<file path="config.mk">
export PLATFORM = sky130hd
export DESIGN_NAME = tbli_ram
export DESIGN_NICKNAME = d
export VERILOG_FILES = /design/src/rtl/core/tbli_ram.sv
export SDC_FILE = /design/constraint.sdc
export NUM_CORES = 2
export LEC_CHECK = 0
export BUFFER_PORTS_ARGS = -buffer_cell sky130_fd_sc_hd__buf_2
export CAP_MARGIN = 20
export CORE_MARGIN = 2
export CORE_UTILIZATION = 50
export CTS_CLUSTER_SIZE = 10
export DETAILED_ROUTE_END_ITERATION = 12
export GPL_TIMING_DRIVEN = 1
export HOLD_SLACK_MARGIN = 0.03
export PLACE_DENSITY = 0.69
export SETUP_SLACK_MARGIN = 0.15
export SYNTH_ARGS = -nofsm -noshare
export SYNTH_HDL_FRONTEND = slang
export SYNTH_SLANG_ARGS = --single-unit
</file>
<file path="constraint.sdc">
create_clock -name clk -period 4.7 [get_ports clk]
set_input_delay 0.235 -clock clk [delete_from_list [all_inputs] [get_ports clk]]
set_output_delay 0.235 -clock clk [all_outputs]
set_load 0.01 [all_outputs]
</file>
<file path="src/rtl/core/tbli_ram.sv">
// ----------------------------------------------------------------------------
// Generic synchronous RAM
// One write port and one read port with registered read data.
// ----------------------------------------------------------------------------
`default_nettype none

module tbli_ram #(
  parameter int WIDTH = 32,
  parameter int DEPTH = 64
) (
  input  wire logic                     clk,
  input  wire logic                     we,
  input  wire logic [$clog2(DEPTH)-1:0] waddr,
  input  wire logic [WIDTH-1:0]         wdata,
  input  wire logic [$clog2(DEPTH)-1:0] raddr,
  output logic      [WIDTH-1:0]         rdata
);

  logic [WIDTH-1:0] mem [DEPTH];

  always_ff @(posedge clk) begin
    if (we) begin
      mem[waddr] <= wdata;
    end
    rdata <= mem[raddr];
  end

endmodule

`default_nettype wire

</file>
==> flow_summary.yaml <==
outcome:
  outcome: "complete, no violations"
yosys:
  synth-edff-count: 2048
  synth_most_common_cell: "edfxtp_1"
  synth.distinct_cells: 34
  ys_ff_latch: 2080
  yosysTopAreaCellShare: 0.783
  yosysWarningCount: 0
  postSynthCellCount: 3324
  ys_seq_area_frac: 0.791
  syn_area_per_cell_um2: 23.6
  synth_top_area_cell: "edfxtp_1"
  yosys-top-cells-count: "2048 x edfxtp_1, 544 x mux4_2, 137 x nor2_1"
  synth_area_leaders: "edfxtp_1 78%, mux4_2 16%, mux2i_1 1.2%"
  synth_ff_type: "edfxtp_1"
  syn_area_mm2: 0.0785
  syn_nets: 3370
  async_flop_share: 0
final_layout:
  layout.cells.non_filler: 5866
  fillCellCount: 10980
  multi_input_area_mm2: 0.0160
  regArea_mm2: 0.0621
  area_growth_pct: 14.0
  nNetsFinal: 3690
  layout-drive-gt1-share: 0.292
cts:
  cts_tree: "done"
  ctsResizeCount: 0
  cts_root_buffer: "clkbuf_16"
  postCtsSetupRepairBufs: 0
  clock_sinks: 2080
  clk_pin_slew_ns: 0.06
  htree_levels: 4
  ctsHoldBuffers: 4
  cts_max_path_buffers: 3
  cts_made_buffers: 227
  clk_latency_ns: 0.86
critical_path:
  arrival_ns: 3.43
  startpoint_type: "input port"
  crit_path_end_kind: "register"
  path_max_fanout: 66
  cp.required_ns: 5.40
  worstSetupPathType: "in2reg"
placed_design:
  place_congestion: 0.790
  place_hpwl_mm: 111
  placed_cells: 5439
  pre_cts_slack_ns: 0.992
  portBuffers: 77
power:
  p_leak_nw: 27.9
  ir_drop_mv: 0.420
  power_density_mw_per_mm2: 429
drt:
  first_pass_iters: 5
  viasPerCell: 6.39
  drc: 0
  vias: 37506
  ant_nets: 0
  wl_mm: 200
  wl_per_cell_um: 34.1
  drt_iter0_markers: 4972
sta:
  slew_viol_final: 0
  finClkSkew_ns: 0.0409
  tightest_slew_ns: 1.14
  fin_crit_sh: 0.580
  clock.fmax_mhz: 367
  finalCriticalPeriod_ns: 2.72
  finalWorstSetupSlack_ns: 1.98
  finalSetupViolations: 0
  fin_setup_tns_ns: 0
  hold_viol: 0
  rsz0062_at_grt: "no"
  max_slew_margin: 0.241
global_route:
  grt_max_degree: 76
  grt_busiest_layer: "met2"
  grt_pass1_vias: 37287
  antenna_found_initial: 19
  overflow: 0
  globalRouteMet2Util: 0.396
  track_usage: 0.251
  grt_use_met3: 0.0521
  grt_pass1_wl_mm: 283
  use_met1: 0.356
floorplan:
  ios: 78
  coreArea_mm2: 0.156
  dieArea_mm2: 0.160
  die-height_um: 400
  die_width_um: 400
  core.rowCount: 145
  start_util: 0.503
flow_run:
  drv_cap: 0
hold_path:
  hold_path_class: "in2reg"
[final timing paths]
| check | from | to | slack, ns | depth (start not counted) |
|---|---|---|---|---|
| max | raddr[0] | rdata[0] | 1.98 | 8 |
| min | wdata[2] | mem[45][2] | 0.06 | 2 |
| max reg2reg | mem[3][29] | rdata[29] | 2.38 | 4 |
| min reg2reg | mem[28][17] | rdata[17] | 0.79 | 4 |
[where the power goes]
group	internal, mW	switching [mW]
combinational	0.736	1.18
sequential	20.5	0.0909
clock	9.11	6.79
total	30.4	8.06
[flip-flops by register name, summed over array words and instances, names as in the netlist]
name,cells
rdata,32
mem,2048
[critical path, stage by stage]
cell	delay, ns
buf_8	0.56
buf_12	0.54
buf_4	0.33
mux4_2	0.55
o22ai_1	0.19
nor2_1	0.09
a21oi_1	0.59
nor2_1	0.09
[cell families (layout without fill, tap and decap cells)]
kind of cell | count (synthesis) | after routing | synth area share
buffers and inverters | 182 | 658 | 0.0113
other | 0 | 8 | 0
multiplexers | 637 | 637 | 0.168
flip-flops | 2080 | 2080 | 0.791
AO/OA/AOI/OAI | 202 | 202 | 0.0167
AND/OR/NAND/NOR | 223 | 223 | 0.0127
[cell usage in the layout, fill, tap and decap left out, types with 8 or more instances in the layout]
cell type / instances
buf_4: 145
a22oi_1: 12
a21oi_1: 62
nor2_4: 62
nor2b_1: 15
nand2_1: 26
buf_12: 31
a311oi_1: 8
clkbuf_16: 231
clkbuf_1: 141
dfxtp_1: 32
dlygate4sd3_1: 19
diode_2: 8
mux2i_1: 93
nor2_1: 75
edfxtp_1: 2048
o22ai_1: 84
mux4_2: 544
o221ai_1: 27
buf_2: 73
[metrics by stage]
stage	power [mW]	util	hold slack, ns	cell area [um^2]
detailed placement	22.9	0.529	0.633	82500
global route	39.5	0.574	0.0902	89500
finish	38.5	0.574	0.0641	89500
floorplan	22.0	-	0.334	78500
global placement	22.9	0.529	0.643	82500
CTS	38.6	0.571	0.0363	89100
[layout make-up]
cell class	instances	area share
sequential	2080	0.694
multi-input combinational	1062	0.178
clock buffer	373	0.0706
tap	2058	0.0288
timing repair buffer	273	0.0262
clock inverter	12	0.00191
antenna	8	0.000224
[metal layers]
| layer | share of wire | vias up |
|---|---|---|
| met5 | 0.00030 | - |
| met1 | 0.39 | 20194 |
| met4 | 0.027 | 10 |
| met2 | 0.49 | 2107 |
| li1 | - | 14906 |
| met3 | 0.099 | 289 |
Note: power is estimated with default switching activity, not from simulation.
