File: config.mk
export PLATFORM = sky130hd
export DESIGN_NAME = tbli_div
export DESIGN_NICKNAME = d
export VERILOG_FILES = /design/src/rtl/core/tbli_pkg.sv /design/src/rtl/core/tbli_div.sv
export SDC_FILE = /design/constraint.sdc
export NUM_CORES = 1
export LEC_CHECK = 0
export BUFFER_PORTS_ARGS = -buffer_cell sky130_fd_sc_hd__buf_2
export CELL_PAD_IN_SITES_DETAIL_PLACEMENT = 1
export CELL_PAD_IN_SITES_GLOBAL_PLACEMENT = 2
export CORE_UTILIZATION = 34
export CTS_BUF_LIST = sky130_fd_sc_hd__clkbuf_4 sky130_fd_sc_hd__clkbuf_8
export DETAILED_ROUTE_END_ITERATION = 7
export PLACE_DENSITY = 0.78
export SETUP_SLACK_MARGIN = 0.3
export SLEW_MARGIN = 20
export SYNTH_ARGS = -nofsm -noshare
export SYNTH_HDL_FRONTEND = slang
export SYNTH_SLANG_ARGS = --single-unit
File: constraint.sdc
create_clock -name clk -period 7 [get_ports clk]
set_clock_uncertainty 0.2 [all_clocks]
set_input_delay 1.05 -clock clk [delete_from_list [all_inputs] [get_ports clk]]
set_output_delay 1.05 -clock clk [all_outputs]
set_load 0.01 [all_outputs]
File: src/rtl/core/tbli_pkg.sv
// ----------------------------------------------------------------------------
// Table lookup core package
// Sizes, codes and types shared by the table lookup core and its units.
// ----------------------------------------------------------------------------
`default_nettype none

package tbli_pkg;

  localparam int TABLE_DEPTH = 64;
  localparam int IDX_W       = $clog2(TABLE_DEPTH);
  localparam int PTS_W       = 7;
  localparam int DATA_W      = 32;

  localparam logic [PTS_W-1:0] PTS_RESET = PTS_W'(2);

  localparam int DIVIDEND_W         = 2 * DATA_W;
  localparam int DIVISOR_W          = DATA_W;
  localparam int DIV_BITS_PER_CYCLE = 2;
  localparam int DIV_STEPS          = DIVIDEND_W / DIV_BITS_PER_CYCLE;
  localparam int DIV_CNT_W          = $clog2(DIV_STEPS);

  localparam int SUM_W = DATA_W + 3;
  localparam logic [DATA_W+1:0] QUO_SAT = {2'b10, {DATA_W{1'b0}}};

  localparam logic ACT_WRITE = 1'b0;
  localparam logic ACT_QUERY = 1'b1;

  typedef enum logic [1:0] {
    ST_OK         = 2'd0,
    ST_FEW_POINTS = 2'd1,
    ST_ZERO_WIDTH = 2'd2
  } status_t;

endpackage

`default_nettype wire

File: src/rtl/core/tbli_div.sv
// ----------------------------------------------------------------------------
// Serial unsigned divider
// Restoring division of a 64-bit dividend by a nonzero 32-bit divisor,
// retiring two quotient bits per cycle.
// ----------------------------------------------------------------------------
`default_nettype none

module tbli_div
  import tbli_pkg::*;
(
  input  wire logic                  clk,
  input  wire logic                  rst,
  input  wire logic                  start,
  input  wire logic [DIVIDEND_W-1:0] dividend,
  input  wire logic [DIVISOR_W-1:0]  divisor,
  output logic                       done,
  output logic      [DIVIDEND_W-1:0] quotient
);

  logic                  running;
  logic [DIV_CNT_W-1:0]  cnt;
  logic [DIVISOR_W-1:0]  den;
  logic [DIVISOR_W-1:0]  rem;
  logic [DIVIDEND_W-1:0] work;
  logic [DIVISOR_W-1:0]  rem_next;
  logic [DIVIDEND_W-1:0] work_next;

  always_comb begin
    logic [DIVISOR_W:0]    trial;
    logic [DIVISOR_W-1:0]  r;
    logic [DIVIDEND_W-1:0] w;
    logic                  ge;
    r = rem;
    w = work;
    for (int k = 0; k < DIV_BITS_PER_CYCLE; k++) begin
      trial = {r, w[DIVIDEND_W-1]};
      ge    = (trial >= {1'b0, den});
      if (ge) begin
        r = DIVISOR_W'(trial - {1'b0, den});
      end else begin
        r = trial[DIVISOR_W-1:0];
      end
      w = {w[DIVIDEND_W-2:0], ge};
    end
    rem_next  = r;
    work_next = w;
  end

  always_ff @(posedge clk) begin
    if (rst) begin
      running <= 1'b0;
      done    <= 1'b0;
    end else begin
      done <= 1'b0;
      if (start) begin
        running <= 1'b1;
        cnt     <= DIV_CNT_W'(DIV_STEPS - 1);
        den     <= divisor;
        rem     <= '0;
        work    <= dividend;
      end else if (running) begin
        rem  <= rem_next;
        work <= work_next;
        cnt  <= cnt - 1'b1;
        if (cnt == '0) begin
          running <= 1'b0;
          done    <= 1'b1;
        end
      end
    end
  end

  assign quotient = work;

endmodule

`default_nettype wire

==> results.md, run 1 <==
- Cell type with the largest total area after synthesis: edfxtp_1
- Internal: 3260 uW
- Final max-slew violation count: 0
- Yosys reg bits: 135
- Setup TNS: 0 ns
- Required @ worst endpoint: roughly 7 ns
- LEAKAGE: between 0.004 and 0.005 uW
- Syn avg cell area: a little over 10 um^2
- Peak VDD IR: about 0.22 mV
- Finished Layout Cells: between 1000 and 1500
- Crit-path max FO: 19
- Power per cell area: slightly below 600 nW/um^2
- ANT nets after route: 0
- Netlist cell types: 70
- Core Box Area: about 27000 um^2
- Post-layout minimum cycle time: between 6 and 7 ns
- Postcts setup bufs: 0
- CP arrival: ~6.2 ns
- Sequential share of the synthesized area: between 40% and 50%
- Initial antenna violation count: 0
- Max-cap check violation count: 0
- Initial core utilization: between 30% and 40%
- Total CTS buffers: 17
- Hold Slack: 0.289 ns
- Placed cells: 1434
- Final Hold Fails: 0
- Root Driver: clkbuf_8
- RePlAce Congestion: around 0.85
- Synth warn: 0
- Die extent in x: 169 um
- Net switching power: approximately 3200 uW
- CTS Sinks: approximately 140
- Final Cycle Share: roughly nine tenths
- Synth Instances: a little over 900
- Type of the most critical hold path: flop to flop
- IO Port Bufs: ~160
- Synth area leaders: edfxtp_1 42%, mux2_2 9.4%, ha_1 8.6%, a21oi_1 3.9%, nand2_1 3.0%
- Ports: 164
- Die Ht: between 150 and 200 um
- Combinational share of power: between 70% and 80%
- # diodes: 0
- DR DRC count: 0
- Global-route wire length before repair: around 48000 um
- Clk network pwr share: between 10% and 20%
- Synth async-reset ratio: 0%
- Mapped Area: roughly 9500 um^2
- GR Overflow Total: 0
- Via count: between 7000 and 8000
- Kind of critical path: flop to flop
- Ratio of cells with drive above 1 in the final layout: between 20% and 30%
- GRT Overall Usage: a little over a fifth
- Estimated wirelength of the detail-placed design: 23500 um
- Total power: between 6000 and 7000 uW
- Max-slew headroom: between 40% and 50%
- Die area: between 20000 and 30000 um^2
- FILL cells: between 3000 and 4000
- Pin count of the biggest net entering global routing: between 60 and 70
- Final WL: slightly above 30000 um
- Nature of the critical path startpoint: flop
- WL/cell: 20.6 um
- DR pass1 iterations: 5
- CTS tree: built
- Net Count, Synth: 1085
- CP Capture Type: flop
- Post-synth EDFFs: around 130
- Vias per Instance: 5.35
- RSZ-0062 raised after global routing: no
- Layout net count: approximately 1200
- Switching part of the total: 49.3%
- Vias in the first global route: roughly 8500
- Reg clk slew, reported paths: 0.09 ns
- Sequential Power Share: around a fifth
- Status: finished clean
- Initial DRC Count: between 400 and 500
- Top cell type's share of synthesized area: between 40 and 50%
- Longest Clk Path Bufs: 2
- Setup violations, final: 0
- Clock Latency Late Sink: around 0.47 ns
- Achievable Freq: between 150 and 200 MHz
- Htree depth: 4
- Row cnt: 60
- Post-synth top flop: edfxtp_1
- Area Growth Syn to Fin: 17.1%
- Worst-Margin Slew: between 0.8 and 0.9 ns
[per-stage QoR]
step	cell area, um^2	setup WS [ns]	util (%)
global route	11100	0.376	40.9
CTS	11100	0.647	40.9
detailed placement	10700	0.683	39.4
finish	11100	0.784	40.9
floorplan	9490	1.73	-
global placement	10700	0.837	39.4
[area by class of cell]
| type | instances | area, um^2 | share of cell area, % |
|---|---|---|---|
| repair buffers | 174 | 901 | 8.10 |
| multi-input cells | 698 | 5110 | 46.0 |
| clock inverters | 15 | 165 | 1.49 |
| flip-flops and latches | 135 | 4030 | 36.3 |
| well taps | 372 | 465 | 4.19 |
| inverters | 55 | 206 | 1.86 |
| clock buffers | 17 | 234 | 2.10 |
[worst paths after layout]
kind              cells after the start  slack (ns)  endpoint    start
hold / removal                        1        0.29      done  running
hold reg to reg                       1        0.29      done  running
setup reg to reg                     19        0.78    rem[2]   rem[7]
setup / recovery                     19        0.78    rem[2]   rem[7]
[Yosys cell counts (4+ instances only)]
library cell and n:
edfxtp_1 133, mux2_2 79, nand2_1 77, a21oi_1 74, ha_1 65, nor2_1 65
inv_1 55, o21ai_0 38, a21o_1 26, xnor2_1 26, xor2_1 24, nand3_1 23
nor3_1 21, nand4_1 17, mux2i_1 11, and3_1 10, buf_2 10, clkbuf_1 10
o21a_1 10, o21bai_1 10, a211oi_1 9, nand2b_1 9, nor2b_1 9, o211ai_1 7
o31ai_1 7, a31oi_1 5, and2_1 5, buf_1 5, a211o_1 4, buf_4 4
o2111ai_1 4
[cells in the final DEF (no fill, tap or decap), types with 4 or more instances in the layout]
cell type and count:
o2111ai_1 4, xnor2_1 26, a21oi_1 74, mux2i_1 11
and2_1 5, nand2_1 77, nand2b_1 9, o21ai_0 38
nand4_1 17, nor2b_1 9, clkbuf_8 17, buf_2 162
a21o_1 26, nand3_1 23, a211o_1 4, ha_1 65
o211ai_1 7, and3_1 10, buf_4 12, mux2_2 79
xor2_1 24, inv_1 55, o31ai_1 7, o21a_1 10
a211oi_1 9, edfxtp_1 133, nor2_1 63, nor3_1 21
a31oi_1 5, o21bai_1 10, inv_6 5
[power by group through the flow]
stage	Clock, uW	Sequential, uW	Combinational (uW)
2_1_floorplan	0	1220	3390
3_3_place_gp	0	1230	4440
3_5_place_dp	0	1240	4460
4_1_cts	716	1220	4480
5_1_grt	739	1240	5010
6_report	697	1220	4500
[routing by layer]
layer	vias to the layer above	track usage, %	wire length [um]
met1	3811	28.3	13700
met2	226	35.7	14000
li1	3766	-	-
met4	0	7.25	696
met5	-	0	0
met3	35	5.21	1740
[registers in the layout (all words and copies together), names as in the netlist]
| signal | cells |
|---|---|
| done | 1 |
| rem | 32 |
| quotient | 64 |
| cnt | 5 |
| den | 32 |
| running | 1 |
[cells by family after synthesis]
family | Yosys count | synth area share, %
buffers and inverters | 86 | 3.85
adders and majority gates | 67 | 8.99
muxes | 90 | 10.5
and+or+nand+nor | 256 | 12.8
xor gates and xnor gates | 50 | 4.61
AOI/OAI and AO/OA | 235 | 16.7
DFF | 135 | 42.5
[critical path, stage by stage (launching register included)]
cell      delay [ns]
edfxtp_1        0.42
ha_1            0.39
a21oi_1         0.50
a21oi_1         0.14
nor2b_1         0.20
a311o_1         0.26
a31oi_4         0.11
nor2_1          0.53
o21ai_0         0.31
ha_1            0.44
a21oi_1         0.13
nand2b_1        0.17
a31o_2          0.26
a211oi_1        0.53
o21a_1          0.26
o21bai_1        0.11
o211ai_2        0.25
buf_4           0.40
mux2i_1         0.26
nor2_1          0.05
[repair_timing]
action                                  4_1_cts  5_1_grt
hold buffers                                  0        0
endpoints found under the setup margin        0        5
gates resized for setup                       0        1
Power figures use the tool's default switching activity.
==> run 2: changes to the inputs <==
--- a/config.mk
+++ b/config.mk
@@ -5,13 +5,15 @@
 export SDC_FILE = /design/constraint.sdc
 export NUM_CORES = 1
 export LEC_CHECK = 0
+export ABC_AREA = 1
+export ABC_CLOCK_PERIOD_IN_PS = 7000
 export BUFFER_PORTS_ARGS = -buffer_cell sky130_fd_sc_hd__buf_2
 export CELL_PAD_IN_SITES_DETAIL_PLACEMENT = 1
 export CELL_PAD_IN_SITES_GLOBAL_PLACEMENT = 2
-export CORE_UTILIZATION = 34
+export CORE_UTILIZATION = 30
 export CTS_BUF_LIST = sky130_fd_sc_hd__clkbuf_4 sky130_fd_sc_hd__clkbuf_8
 export DETAILED_ROUTE_END_ITERATION = 7
-export PLACE_DENSITY = 0.78
+export PLACE_DENSITY = 0.77
 export SETUP_SLACK_MARGIN = 0.3
 export SLEW_MARGIN = 20
 export SYNTH_ARGS = -nofsm -noshare
==> run 2 against run 1 <==
Worst hold slack improved by 0.046 ns. First-iteration DRC count rose by 25%. Largest cell class unchanged. Register-to-register slack improved by 0.54 ns. Total power rose by 4.5%. Count of clock-buffer cells in the layout rose by 2. Worst setup slack improved by 0.54 ns. Sequential share of layout area fell by 3.7 points. Die area rose by 28%. Routed wire length rose by 21%. Global-route usage fell by 1.2 points. Utilization fell by 6.0 points. Clock power fell by 16%.
==> results.md, run 2 <==
- Longest Clk Path Bufs: 2 (unchanged)
- Crit-path max FO: 33 (+14)
- Simple-gate share of the synthesized area: 36.3% (+23 points)
- Max-cap check violation count: 0 (unchanged)
- CP arrival: 5.69 ns (-0.52 ns)
- CTS Sinks: 135 (unchanged)
- Syn avg cell area: 7.05 um^2 (-32%)
- # hold bufs at CTS: 0 (unchanged)
- RSZ-0062 raised after global routing: no
- Complex-gate fraction of the synthesized area: 5.14% (-12 points)
- Post-synth top cells: 615 x nand2_1, 226 x inv_1, 133 x edfxtp_1, 115 x nand3_1, 70 x nor2_1
- ANT nets after route: 0 (unchanged)
- Cell type with the largest total area after synthesis: edfxtp_1
- Synth area leaders: edfxtp_1 37%, nand2_1 21%, inv_1 7.9%, ha_1 7.5%, nand3_1 5.3%
- Final WL: 36600 um (+21%)
- Synth warn: 0 (unchanged)
- Setup TNS: 0 ns (unchanged)
- Sequential share of the synthesized area: 37.4% (-5.1 points)
- Worst Setup EP: rem[27]
- Worst-Margin Slew: 0.873 ns (+0.0165 ns)
- Net Count, Synth: 1694 (+56%)
- Initial core utilization: 30.4% (-4.5 points)
- Final Hold Fails: 0 (unchanged)
- Final WS setup: 1.32 ns (+0.539 ns)
- Synth async-reset ratio: 0% (unchanged)
- LEAKAGE: 0.00646 uW (+40%)
- CP Capture Type: flop
- CTS tree: built
- Root Driver: clkbuf_8
- Largest family of logic cells by synthesized area: simple AND/OR/NAND/NOR gates
- R2R depth: 25 (+6)
- Initial antenna violation count: 0 (unchanged)
- Via count: 10200 (+31%)
- Initial DRC Count: 614 (+25%)
- FILL cells: 4507 (+42%)
- Achievable Freq: 176 MHz (+9.5%)
- Register area: 4030 um^2 (unchanged)
- Slowest stage delay, CP: 0.48 ns (-0.05 ns)
- Setup WS pre-CTS: 1.29 ns (+0.611 ns)
- Status: finished clean
- Ratio of cells with drive above 1 in the final layout: 14.2% (-14 points)
- Yosys reg bits: 135 (unchanged)
- Multiplexer area fraction after synthesis: 0% (-11 points)
- Post-synth top flop: edfxtp_1
- Total CTS buffers: 17 (unchanged)
- Nature of the critical path startpoint: flop
- Type of the most critical hold path: flop to flop
- Delay-heaviest family, CP: simple AND/OR/NAND/NOR gates
- Global-route wire length before repair: 58000 um (+22%)
- Netlist cell types: 37 (-47%)
- Post-synthesis adder-cell area fraction: 7.92% (-1.1 points)
- Core Box Area: 35500 um^2 (+31%)
- Die Ht: 192 um (+13%)
- Cell with the most instances after synthesis: nand2_1
- Required @ worst endpoint: 7.02 ns (+0.03 ns)
- GR Overflow Total: 0 (unchanged)
- Area Growth Syn to Fin: 15.0%
- Crit path from: den[6]
- Pin count of the biggest net entering global routing: 74 (+16%)
- Clock Latency Late Sink: 0.46 ns (about the same)
- IO Port Bufs: 163 (unchanged)
- Peak VDD IR: 0.219 mV (-2.3%)
- Reg-to-reg startpoint: den[6]
- GRT Overall Usage: 20.7% (-1.2 points)
- Final max-slew violation count: 0 (unchanged)
- Footprint of the multi-input gates: 5690 um^2 (+11%)
- Power per cell area: 541 nW/um^2 (-6.2%)
- Max reg flops: 64 (unchanged)
- Post-synth EDFFs: 133 (unchanged)
- Estimated wirelength of the detail-placed design: 30200 um (+29%)
- WP depth: 25 (+6)
- Mapped Area: 10800 um^2 (+14%)
- Crit path top cell by count: nand2_1
- Reg clk slew, reported paths: 0.07 ns (-0.02 ns)
- Max-slew headroom: 41.8% (-0.38 points)
- WL/cell: 17.0 um (-17%)
- Xor/xnor cell area share of the yosys netlist: 3.25% (-1.4 points)
- RePlAce Congestion: 0.892 (+4.7%)
- Layout net count: 1843 (+48%)
- CTS resizes: 0 (unchanged)
- Most frequent cells in the layout: 615 x nand2_1, 226 x inv_1, 163 x buf_2, 133 x edfxtp_1, 115 x nand3_1
- Htree depth: 4 (unchanged)
- DR pass1 iterations: 5 (unchanged)
- Setup violations, final: 0 (unchanged)
- DR DRC count: 0 (unchanged)
- Die area: 36700 um^2 (+28%)
- Die extent in x: 192 um (+13%)
- Top cell type's share of synthesized area: 37.1% (-5.0 points)
- Ports: 164 (unchanged)
- Commonest non-fill, non-tap cell in the layout: nand2_1
- Post-layout minimum cycle time: 5.68 ns (-0.539 ns)
- # diodes: 0 (unchanged)
- FF-to-FF End: rem[27]
- Vias per Instance: 4.76 (-11%)
- Kind of critical path: flop to flop
- Vias in the first global route: 10600 (+25%)
- Final Cycle Share: 81.1% (-7.7 points)
- R2r setup slk: 1.32 ns (+0.54 ns)
- Row cnt: 69 (+15%)
- Slowest cell on crit path: nor2_2
- Synth Instances: 1528 (+66%)
- Postcts setup bufs: 0 (unchanged)
- Critical path buffer and inverter count: 4 (+3)
-- run 2: cell count changes after synthesis, sizes merged, moves of 11 or more --
cell	previous run	this run
o21ai	40	20
mux2i	11	0
nor2	65	80
mux2	79	0
nand3	23	120
inv	55	231
a21oi	75	60
a211oi	12	1
a21o	26	5
nand2	79	628
nand4	17	54
-- run 2: cell type report --
| type | count | area share [%] |
|---|---|---|
| Clock buffer | 19 | 2.01 |
| Inverter | 231 | 7.02 |
| Clock inverter | 12 | 0.707 |
| Timing Repair Buffer | 170 | 7.17 |
| Multi-Input combinational cell | 1122 | 45.9 |
| Sequential cell | 135 | 32.6 |
| Tap cell | 461 | 4.66 |
-- run 2: cell families after synthesis --
family / after synthesis
simple gates: 914
buf+inv: 271
flops: 135
compound gates: 101
fa+ha+maj: 67
xor+xnor: 40
-- run 2: worst min path at each step --
stage,start,to,slack (ns),depth (start not counted)
after floorplan,cnt[4],running,0.30,2
after global placement,cnt[4],running,0.31,2
after detailed placement,cnt[4],running,0.32,2
after CTS,cnt[4],running,0.34,2
after global routing,quotient[59],quotient[61],0.36,2
final,cnt[4],running,0.33,2
-- run 2: power by group --
group / switching, uW / leakage (uW) / internal (uW) / total (uW)
clock network: 305 / 0.000176 / 278 / 583
registers: 89.9 / 0.00129 / 1140 / 1230
logic: 3330 / 0.00499 / 1560 / 4890
-- run 2: stage by stage --
stage | cells | instance area [um^2] | util, % | total power (uW) | hold WS (ns)
global placement | 2118 | 12000 | 33.9 | 6100 | 0.313
global route | 2150 | 12400 | 34.9 | 7420 | 0.365
CTS | 2149 | 12400 | 34.8 | 6730 | 0.344
floorplan | 1528 | 10800 | - | 4780 | 0.296
detailed placement | 2118 | 12000 | 33.9 | 6120 | 0.321
finish | 2150 | 12400 | 34.9 | 6710 | 0.335
-- run 2: worst reg2reg max path, delay by kind of cell (launching register included) --
family                     cells  cell delay (ns)
AOI/OAI and AO/OA              3             0.63
adders and majority gates      2             0.68
buffers and inverters          4             1.00
DFF                            1             0.37
and+or+nand+nor               16             2.56
-- run 2: per-layer routing --
metal / up-vias / part of all wire, % / track usage, %
met5: - / 0 / 0
met4: 0 / 2.6 / 7.08
met3: 44 / 4.4 / 3.73
met2: 224 / 45 / 33.4
met1: 4774 / 48 / 27.6
li1: 5202 / - / -
==> run 3: changes to the inputs <==
--- a/config.mk
+++ b/config.mk
@@ -6,14 +6,14 @@
 export NUM_CORES = 1
 export LEC_CHECK = 0
 export ABC_AREA = 1
-export ABC_CLOCK_PERIOD_IN_PS = 7000
+export ABC_CLOCK_PERIOD_IN_PS = 5900
 export BUFFER_PORTS_ARGS = -buffer_cell sky130_fd_sc_hd__buf_2
 export CELL_PAD_IN_SITES_DETAIL_PLACEMENT = 1
 export CELL_PAD_IN_SITES_GLOBAL_PLACEMENT = 2
-export CORE_UTILIZATION = 30
+export CORE_UTILIZATION = 33
 export CTS_BUF_LIST = sky130_fd_sc_hd__clkbuf_4 sky130_fd_sc_hd__clkbuf_8
 export DETAILED_ROUTE_END_ITERATION = 7
-export PLACE_DENSITY = 0.77
+export PLACE_DENSITY = 0.8
 export SETUP_SLACK_MARGIN = 0.3
 export SLEW_MARGIN = 20
 export SYNTH_ARGS = -nofsm -noshare
==> constraint.sdc (replaced) <==
create_clock -name clk -period 5.9 [get_ports clk]
set_clock_uncertainty 0.2 [all_clocks]
set_input_delay 0.885 -clock clk [delete_from_list [all_inputs] [get_ports clk]]
set_output_delay 0.885 -clock clk [all_outputs]
set_load 0.01 [all_outputs]
==> run 3 against run 2 <==
Sequential cell count unchanged. Critical path depth down 2. Maximum frequency up 8.8%. Worst setup slack worse by 0.64 ns. Die area is 9.0% lower. Utilization rose by 4.1 points. Combinational power increased by 20%. First-iteration DRC count shrank 0.33%. Cell area increased by 0.46%. Sequential share of layout area decreased by 0.15 points. Critical endpoint is now rem[31]. Largest cell class unchanged. Largest power group unchanged.
==> results.md, run 3 (synthesis gave the netlist of run 2 again) <==
- IO Port Bufs: 163 (unchanged)
- Reg clk slew, reported paths: 0.09 ns (+0.02 ns)
- Hold Slack: 0.335 ns (+0.000181 ns)
- WL/cell: 17.6 um (+3.5%)
- Slowest stage delay, CP: 0.44 ns (-0.04 ns)
- Vias in the first global route: 10700 (+0.58%)
- Post-layout minimum cycle time: 5.22 ns (-0.461 ns)
- Via count: 10400 (+1.4%)
- Required @ worst endpoint: 5.91 ns (-1.11 ns)
- Achievable Freq: 192 MHz (+8.8%)
- Ratio of cells with drive above 1 in the final layout: 14.2% (+0.051 points)
- Commonest non-fill, non-tap cell in the layout: nand2_1
- Status: finished clean
- Type of the most critical hold path: flop to flop
- Kind of critical path: flop to flop
- # hold bufs at CTS: 0 (unchanged)
- Htree depth: 4 (unchanged)
- Most frequent cells in the layout: 615 x nand2_1, 226 x inv_1, 163 x buf_2, 133 x edfxtp_1, 115 x nand3_1
- Longest Clk Path Bufs: 2 (unchanged)
- Worst-Margin Slew: 0.774 ns (-0.0990 ns)
- Postcts setup bufs: 0 (unchanged)
- Crit path top cell by count: nand2_1
- Global-route wire length before repair: 59000 um (+1.6%)
- Max reg flops: 64 (unchanged)
- Row cnt: 65 (-5.8%)
- RePlAce Congestion: 0.902 (+1.1%)
- Initial core utilization: 33.8% (+3.4 points)
- Max-slew headroom: 48.3% (+6.5 points)
- CTS Sinks: 135 (unchanged)
- Die area: 33400 um^2 (-9.0%)
- Final max-slew violation count: 0 (unchanged)
- Final Hold Fails: 0 (unchanged)
- CP Capture Type: flop
- Estimated wirelength of the detail-placed design: 30100 um (-0.54%)
- Peak VDD IR: 0.318 mV (+45%)
- Ports: 164 (unchanged)
- GRT Overall Usage: 23.0% (+2.3 points)
- Slowest cell on crit path: ha_1
- Nature of the critical path startpoint: flop
- Top routing layer in use: met5
- Final WL: 37500 um (+2.3%)
- Worst-path cell chain: ha_1 -> nand2_1 -> nor2_1 -> nand3_1 -> nor3_1 -> nand2_1 -> nand2_1 -> nor2_2 -> buf_4 -> nand2_4 -> nand2_1 -> nand2_1 -> ha_1 -> nand2_1 -> nand2_1 -> a31oi_1 -> o21ai_0 -> a21oi_1 -> nand2_1 -> nand2_1 -> nand3_4 -> nand3_1 -> nand2_1
- Initial DRC Count: 612 (-0.33%)
- Core Box Area: 31900 um^2 (-10%)
- Die Ht: 183 um (-4.6%)
- CP arrival: 5.23 ns (-0.46 ns)
- # diodes: 0 (unchanged)
- Die extent in x: 183 um (-4.6%)
- GR Overflow Total: 0 (unchanged)
- Met2 wire len: 17200 um (+3.5%)
- DR DRC count: 0 (unchanged)
- Clock Latency Late Sink: 0.47 ns (about the same)
- Met1 Routed Length: 17800 um (+2.1%)
- Power per cell area: 659 nW/um^2 (+22%)
- RSZ-0062 raised after global routing: no
- ANT nets after route: 0 (unchanged)
- Pin count of the biggest net entering global routing: 102 (+38%)
- Layout net count: 1843 (unchanged)
- Area Growth Syn to Fin: 15.5%
- Root Driver: clkbuf_8
- Vias per Instance: 4.89 (+2.6%)
- CTS tree: built
- Initial antenna violation count: 1 (+1)
- Setup TNS: 0 ns (unchanged)
- Setup violations, final: 0 (unchanged)
- Max-cap check violation count: 0 (unchanged)
- Detail Route met3 WL: 1930 um (+19%)
- Crit-path max FO: 32 (-3.0%)
- DR pass1 iterations: 5 (unchanged)
- Total CTS buffers: 17 (unchanged)
- Final Cycle Share: 88.4% (+7.3 points)
- FILL cells: 4180 (-7.3%)
- CTS resizes: 0 (unchanged)
- LEAKAGE: 0.00648 uW (+0.25%)
==> run 3: stage by stage <==
| stage | worst slack (ns) | total power (uW) | cell area (um^2) | instances | util (%) |
|---|---|---|---|---|---|
| after floorplan | 0.760 | 5670 | 10800 | 1528 | - |
| after global placement | 0.763 | 7210 | 12000 | 2092 | 37.7 |
| after detailed placement | 0.713 | 7260 | 12000 | 2092 | 37.7 |
| after CTS | 0.687 | 8140 | 12400 | 2124 | 39.0 |
| after global routing | 0.341 | 9010 | 12400 | 2125 | 39.0 |
| final | 0.683 | 8200 | 12400 | 2125 | 39.0 |
==> run 3: final timing paths <==
path | start | to | slack, ns | cells after the start
worst max-delay path | rem[1] | rem[31] | 0.68 | 23
worst min-delay path | quotient[61] | quotient[63] | 0.34 | 2
worst max register to register | rem[1] | rem[31] | 0.68 | 23
worst min register to register | quotient[61] | quotient[63] | 0.34 | 2
==> run 3: area by class of cell <==
| class | count | area (um^2) | share of cell area [%] |
|---|---|---|---|
| multi-input cells | 1123 | 5710 | 45.9 |
| flip-flops and latches | 135 | 4030 | 32.4 |
| repair buffers | 169 | 877 | 7.05 |
| inverters | 231 | 870 | 6.99 |
| well taps | 435 | 544 | 4.37 |
| clock buffers | 18 | 241 | 1.94 |
| clock inverters | 14 | 170 | 1.37 |
==> run 3: critical path: cells and delay by family, from the launching register on <==
kind | cells | cell delay [ns]
flops | 1 | 0.42
buf+inv | 1 | 0.25
compound gates | 3 | 0.70
simple gates | 17 | 2.65
fa+ha+maj | 2 | 0.75
==> run 3: per-layer routing <==
layer,vias up,track usage [%]
met5,-,0
met4,2,5.28
met3,21,4.47
met2,230,37.5
met1,4918,31.3
li1,5213,-
==> run 3: report_power, final <==
| part | switching [uW] | internal [uW] |
|---|---|---|
| Sequential | 114 | 1350 |
| Combinational | 4020 | 1860 |
| Clock | 425 | 426 |
| Total | 4560 | 3640 |
